File: config.mk
export PLATFORM = sky130hd
export DESIGN_NAME = sdss_ctrl
export DESIGN_NICKNAME = d
export VERILOG_FILES = /design/src/hw/rtl/sdss_pkg.sv /design/src/hw/rtl/sdss_ctrl.sv
export SDC_FILE = /design/constraint.sdc
export NUM_CORES = 1
export LEC_CHECK = 0
export BUFFER_PORTS_ARGS = -buffer_cell sky130_fd_sc_hd__buf_2
export CELL_PAD_IN_SITES_DETAIL_PLACEMENT = 1
export CELL_PAD_IN_SITES_GLOBAL_PLACEMENT = 1
export CORE_MARGIN = 2
export CORE_UTILIZATION = 34
export DETAILED_ROUTE_END_ITERATION = 12
export PLACE_DENSITY = 0.78
export REMOVE_ABC_BUFFERS = 1
export SLEW_MARGIN = 25
export SYNTH_ARGS = -nofsm -noshare
export SYNTH_HDL_FRONTEND = slang
export SYNTH_SLANG_ARGS = --single-unit
File: constraint.sdc
create_clock -name clock -period 3.2 [get_ports clock]
set_clock_uncertainty 0.1 [all_clocks]
set_input_delay 0.64 -clock clock [delete_from_list [all_inputs] [get_ports clock]]
set_output_delay 0.64 -clock clock [all_outputs]
set_load 0.02 [all_outputs]
File: src/hw/rtl/sdss_pkg.sv
// ----------------------------------------------------------------------------
// sdss_pkg
// Types and constants shared by the spike source bank modules.
// ----------------------------------------------------------------------------
package sdss_pkg;

   localparam logic signed [31:0] ONE_FX    = 32'sd32768;
   localparam int                 DIV_STEPS = 31;

   typedef enum logic [1:0] {
      OP_TICK   = 2'd0,
      OP_SAMPLE = 2'd1,
      OP_LOAD   = 2'd2,
      OP_NONE   = 2'd3
   } op_type;

   typedef enum logic [2:0] {
      REG_ROUTING_KEY    = 3'd0,
      REG_SMP_FLOOR      = 3'd1,
      REG_SMP_SPAN       = 3'd2,
      REG_RECIP_MAX_RATE = 3'd3,
      REG_INPUT_SHIFT    = 3'd4,
      REG_MIN_UPDATE_GAP = 3'd5,
      REG_CUTOFF_TICK    = 3'd6,
      REG_ACTIVE_SOURCES = 3'd7
   } reg_idx_type;

   typedef struct packed {
      logic accept_tick;
      logic accept_sample;
      logic accept_load;
      logic div_step;
      logic do_mul;
      logic do_sat;
      logic mem_rd;
      logic proc;
      logic emit_last;
   } cmd_type;

   typedef struct packed {
      logic sample_ok;
      logic n_zero;
      logic div_done;
      logic last_entry;
      logic stall;
      logic flush_ok;
      logic walk_tick;
   } status_type;

   // Signed add clamped to the 32-bit range
   function automatic logic signed [31:0] sat_add(input logic signed [31:0] a,
                                                  input logic signed [31:0] b);
      logic signed [32:0] s;
      s = 33'(a) + 33'(b);
      if (s > 33'sh0_7FFF_FFFF)       sat_add = 32'sh7FFF_FFFF;
      else if (s < -33'sh0_8000_0000) sat_add = 32'sh8000_0000;
      else                            sat_add = s[31:0];
   endfunction

endpackage

File: src/hw/rtl/sdss_ctrl.sv
// ----------------------------------------------------------------------------
// sdss_ctrl
// Sequencer: item intake, divide, multiply, table walk and final spike.
// ----------------------------------------------------------------------------
module sdss_ctrl (
   input  logic                 clock,
   input  logic                 reset,
   input  logic                 in_valid,
   input  logic [1:0]           in_op,
   output logic                 in_ready,
   output sdss_pkg::cmd_type    cmd,
   input  sdss_pkg::status_type status
);
   import sdss_pkg::*;

   typedef enum logic [6:0] {
      S_IDLE  = 7'b0000001,
      S_DIV   = 7'b0000010,
      S_MUL   = 7'b0000100,
      S_SAT   = 7'b0001000,
      S_RD    = 7'b0010000,
      S_PROC  = 7'b0100000,
      S_FLUSH = 7'b1000000
   } state_type;

   state_type state_ff, state_in;
   op_type    op;

   assign op       = op_type'(in_op);
   assign in_ready = (state_ff == S_IDLE);

   always_comb begin
      state_in = state_ff;
      cmd      = '0;
      unique case (state_ff)
         S_IDLE: begin
            if (in_valid) begin
               unique case (op)
                  OP_TICK: begin
                     cmd.accept_tick = 1'b1;
                     if (!status.n_zero) state_in = S_RD;
                  end
                  OP_SAMPLE: begin
                     if (status.sample_ok) begin
                        cmd.accept_sample = 1'b1;
                        state_in          = S_DIV;
                     end
                  end
                  OP_LOAD: cmd.accept_load = 1'b1;
                  default: ;
               endcase
            end
         end
         S_DIV: begin
            cmd.div_step = 1'b1;
            if (status.div_done) state_in = S_MUL;
         end
         S_MUL: begin
            cmd.do_mul = 1'b1;
            state_in   = S_SAT;
         end
         S_SAT: begin
            cmd.do_sat = 1'b1;
            state_in   = status.n_zero ? S_IDLE : S_RD;
         end
         S_RD: begin
            cmd.mem_rd = 1'b1;
            state_in   = S_PROC;
         end
         S_PROC: begin
            cmd.proc = 1'b1;
            if (!status.stall) begin
               if (status.last_entry) state_in = status.walk_tick ? S_FLUSH : S_IDLE;
               else                   state_in = S_RD;
            end
         end
         S_FLUSH: begin
            cmd.emit_last = 1'b1;
            if (status.flush_ok) state_in = S_IDLE;
         end
         default: state_in = S_IDLE;
      endcase
   end

   always_ff @(posedge clock) begin
      if (reset) state_ff <= S_IDLE;
      else       state_ff <= state_in;
   end

   assert property (@(posedge clock) disable iff (reset)
      (state_ff == S_PROC && status.stall) |=> (state_ff == S_PROC))
      else $error("walk left a stalled entry");
   assert property (@(posedge clock) disable iff (reset)
      (state_ff == S_FLUSH && !status.flush_ok) |=> (state_ff == S_FLUSH))
      else $error("final spike dropped");
   assert property (@(posedge clock) disable iff (reset)
      (state_ff == S_RD) |=> (state_ff == S_PROC))
      else $error("read not followed by process");
endmodule

**Yosys cells after proc, flatten, opt, wreduce, memory -nomap -nowiden**

Cells that the tools add are included.
W data, S select, Z words.

- Add/sub/neg operators: 0
- $mul: 0
- Divide/modulo/power cells: 0
- Magnitude comparators: 0
- Equality and inequality tests: 16
- Shift-type cells: 0
- Mux-type cells: 23
- Bitwise operators: 0
- Reductions and logical operators: 2

Operators with widths:

| cell | number |
|---|---|
| $mux W7 | 8 |
| $pmux W7 S7 | 1 |
| $pmux W7 S2 | 1 |
| $mux W1 | 10 |
| $ne A2 B2 Y1 const B | 4 |
| $eq A7 B1 Y1 const B | 1 |
| $eq A7 B2 Y1 const B | 1 |
| $eq A7 B3 Y1 const B | 1 |
| $eq A7 B4 Y1 const B | 1 |
| $eq A7 B5 Y1 const B | 1 |
| $eq A7 B6 Y1 const B | 1 |
| $eq A7 B7 Y1 const B | 1 |
| $reduce_and A7 Y1 | 1 |
| $mux W3 | 2 |
| $ne A3 B3 Y1 const B | 2 |
| $mux W5 | 1 |
| $ne A3 B1 Y1 const B | 1 |
| $eq A2 B1 Y1 const B | 1 |
| $eq A2 B2 Y1 const B | 1 |
| $logic_not A2 Y1 | 1 |

- Flip-flop bits (word level): 7
- Latch bits: 0
- Bits in writable memories: 0
- ROM bits: 0
- Output and inout port bits: 10
- Logic and storage cells: 42
- Memories: 0

**Logic depth before layout (Yosys ltp)**

- Depth in word-level cells: 4
- Gate-level depth with buffers: 6
- Mapped depth without buffers: 5

**Worst setup path after synthesis**

No wires, ideal clock.

- Kind: flip-flop to output port
- Start: register state_ff[4]
- End: output port cmd[6] (netlist bit)
- Arrival: 1.874 ns
- Data required time: 2.460 ns
- Slack: 0.586 ns
- Stages on the path, launching flop included: 5
- Cells stage by stage: dfxtp_1 -> or3_4 -> nor3_2 -> nand2_1 -> nor3b_1

RTL lines:

| what | RTL line | text |
|---|---|---|
| from (decl) | sdss_ctrl.sv:26 | `state_type state_ff, state_in;` |
| from (signal assigned) | sdss_ctrl.sv:87 | `else state_ff <= state_in;` |
| to (decl) | sdss_ctrl.sv:11 | `output sdss_pkg::cmd_type cmd,` |

==> impl_metrics.env <==
export IMPL_yosysUniqueCellTypes=33
export IMPL_final_setup_tns_ns=0
export IMPL_holdPathStages=2
export IMPL_ys_seq_area_frac=0.255
export IMPL_grt_pass1_vias=631
export IMPL_synth_seq_cells=7
export IMPL_hold_path_class="reg -> reg"
export IMPL_drv_slew=0
export IMPL_yosysWarningCount=0
export IMPL_areaGrowthSynthToFinish_pct=25.0
export IMPL_grt_max_degree=12
export IMPL_regMostFlops="state_ff"
export IMPL_path_clk_slew_ns=0.06
export IMPL_drtIter0Drc=9
export IMPL_rsz0062_at_grt="no"
export IMPL_start_util=0.365
export IMPL_drv_cap=0
export IMPL_timing_fmax_mhz=381
export IMPL_end_kind="output pin"
export IMPL_irDropWorstVdd_mv=0.286
export IMPL_synth_edf_count=0
export IMPL_dieArea_mm2=0.00196
export IMPL_synth_top_area_share=0.255
export IMPL_synth_top_area_cell="dfxtp_1"
export IMPL_gp_congestion=0.803
export IMPL_worst_pin_slew_ns=0.403
export IMPL_multi_input_area_um2=385
export IMPL_hold_ws_ns=0.545
export IMPL_cts_tree="yes"
export IMPL_final_min_clock_period_ns=2.63
export IMPL_overflow=0
export IMPL_path_cells="or3_4 > nor3_2 > nand2_1 > nor3b_1 > buf_2"
export IMPL_setup_viol=0
export IMPL_max_stage_delay_ns=0.44
export IMPL_drc=0
export IMPL_reg_top3="state_ff x7"
export IMPL_ys_async_sr_fraction=0
export IMPL_cts_buffers_inserted=3
export IMPL_p_leak_nw=0.291
export IMPL_fill_cells=201
export IMPL_rows=14
export IMPL_cts_root_buf="clkbuf_4"
export IMPL_diodes=0
export IMPL_fin_crit_sh=0.821
export IMPL_grt_pass1_wl_um=2810
export IMPL_cts_resized_gates=0
export IMPL_wl_per_cell_um=16.3
export IMPL_fin_area_um2=688
export IMPL_antenna_found_initial=0
export IMPL_power_density_mw_per_mm2=664
export IMPL_cts_sinks=7
export IMPL_yosysMostFrequentCell="dfxtp_1"
export IMPL_largest_reg_flops=7
export IMPL_drive_gt1_frac=0.367
export IMPL_vias_per_cell=5.86
export IMPL_place_hpwl_um=1350
export IMPL_htreeDepth=1
export IMPL_syn_area_per_cell_um2=8.10
export IMPL_vias=621
export IMPL_seq_area_um2=140
export IMPL_reg2reg_depth=5
export IMPL_syn_inst=68
export IMPL_power_total_mw=0.457
export IMPL_io_pins=22
export IMPL_fp_dieH_um=44.2
export IMPL_nets=103
export IMPL_track_usage=0.196
export IMPL_ys_top_cells_by_area="dfxtp_1 25%, nor3b_1 6.8%, nand2b_1 4.5%"
export IMPL_io_buffers=21
export IMPL_fin_util=0.457
export IMPL_max_slew_margin_rel=0.729
export IMPL_coreArea_mm2=0.00151
export IMPL_yosys_most_used_dff="dfxtp_1"
export IMPL_worst_ep_required_time_ns=2.46
export IMPL_cts_hold_buf=0
export IMPL_cp_slowest_cell="or3_4"
export IMPL_status="finished clean"
export IMPL_clk_latency_ns=0.26
export IMPL_cp_max_fo=8
export IMPL_crit_path_start_kind="register"
export IMPL_dr_pass1_iters=4
export IMPL_ys_top_cells_by_count="7 x dfxtp_1, 6 x nor2_1, 5 x nand2_1, 5 x nor3_1, 5 x nor3b_1"
export IMPL_antenna_left=0
export IMPL_wirelength_um=1730
export IMPL_netlist_area_um2=551
export IMPL_placed_area_um2=662
export IMPL_arrival_ns=1.89
export IMPL_crit_type="reg -> out"
export IMPL_cts_setup_buffers=0
export IMPL_cts_buffer_depth=2
export IMPL_hold_viol_final=0
export IMPL_die_w_um=44.2
cell usage in the layout, fill, tap and decap left out:
cell / netlist / final
a2111oi_2: 1 / 1
a21oi_1: 3 / 3
a31oi_1: 1 / 1
a32oi_1: 1 / 1
and3b_2: 1 / 1
and4_1: 2 / 2
and4b_2: 1 / 1
buf_2: 2 / 21
clkbuf_1: 0 / 1
clkbuf_4: 0 / 3
dfxtp_1: 7 / 7
inv_1: 3 / 3
mux2_2: 1 / 1
mux2i_1: 1 / 1
nand2_1: 5 / 5
nand2b_1: 4 / 4
nor2_1: 6 / 6
nor2b_1: 1 / 1
nor3_1: 5 / 5
nor3_2: 1 / 1
nor3b_1: 5 / 5
nor4_1: 2 / 2
nor4b_4: 1 / 1
o2111a_1: 1 / 1
o2111ai_1: 1 / 1
o211ai_1: 1 / 1
o21ai_0: 2 / 2
o21ai_1: 1 / 1
o32a_1: 1 / 1
or2_2: 2 / 2
or3_1: 1 / 1
or3_4: 1 / 1
or4_1: 1 / 1
xor2_1: 1 / 1
where the power goes:
group | internal, mW | switching, mW
sequential | 0.101 | 0.0354
clock | 0.0481 | 0.0411
combinational | 0.0938 | 0.138
critical path: cells and delay by family, from the launching register on:
kind                   cells  cell delay, ns
buffers and inverters      1            0.20
flip-flops                 1            0.39
AND/OR/NAND/NOR            4            1.04
metal layers:
metal,GRT usage,share of wire
met3,0.0408,0.061
met4,0.0788,0.0081
met2,0.306,0.47
met1,0.264,0.46
met5,0,0
logic make-up (layout without fill, tap and decap cells):
logic type,Yosys count,in the layout,synth area share
xor gates and xnor gates,1,1,0.0159
DFF,7,7,0.255
buffers and inverters,6,28,0.0454
muxes,2,2,0.0386
and+or+nand+nor,39,39,0.468
AOI/OAI and AO/OA,13,13,0.177
worst paths after layout:
kind	from	endpoint	slack, ns
max	state_ff[4]	cmd[6]	0.57
min	state_ff[3]	state_ff[5]	0.54
max reg2reg	state_ff[4]	state_ff[0]	1.30
min reg2reg	state_ff[3]	state_ff[5]	0.54
metrics by stage:
stage / std cells / setup slack (ns)
5_1_grt: 106 / 0.451
3_3_place_gp: 102 / 0.950
2_1_floorplan: 65 / 0.586
6_report: 106 / 0.572
4_1_cts: 106 / 0.566
3_5_place_dp: 102 / 0.877
layout make-up:
| cell class | instances | area share |
|---|---|---|
| sequential | 7 | 0.204 |
| tap | 16 | 0.0291 |
| clock buffer | 4 | 0.0382 |
| inverter | 3 | 0.0164 |
| multi-input combinational | 55 | 0.560 |
| timing repair buffer | 21 | 0.153 |
(Power assumes the default switching activity.)
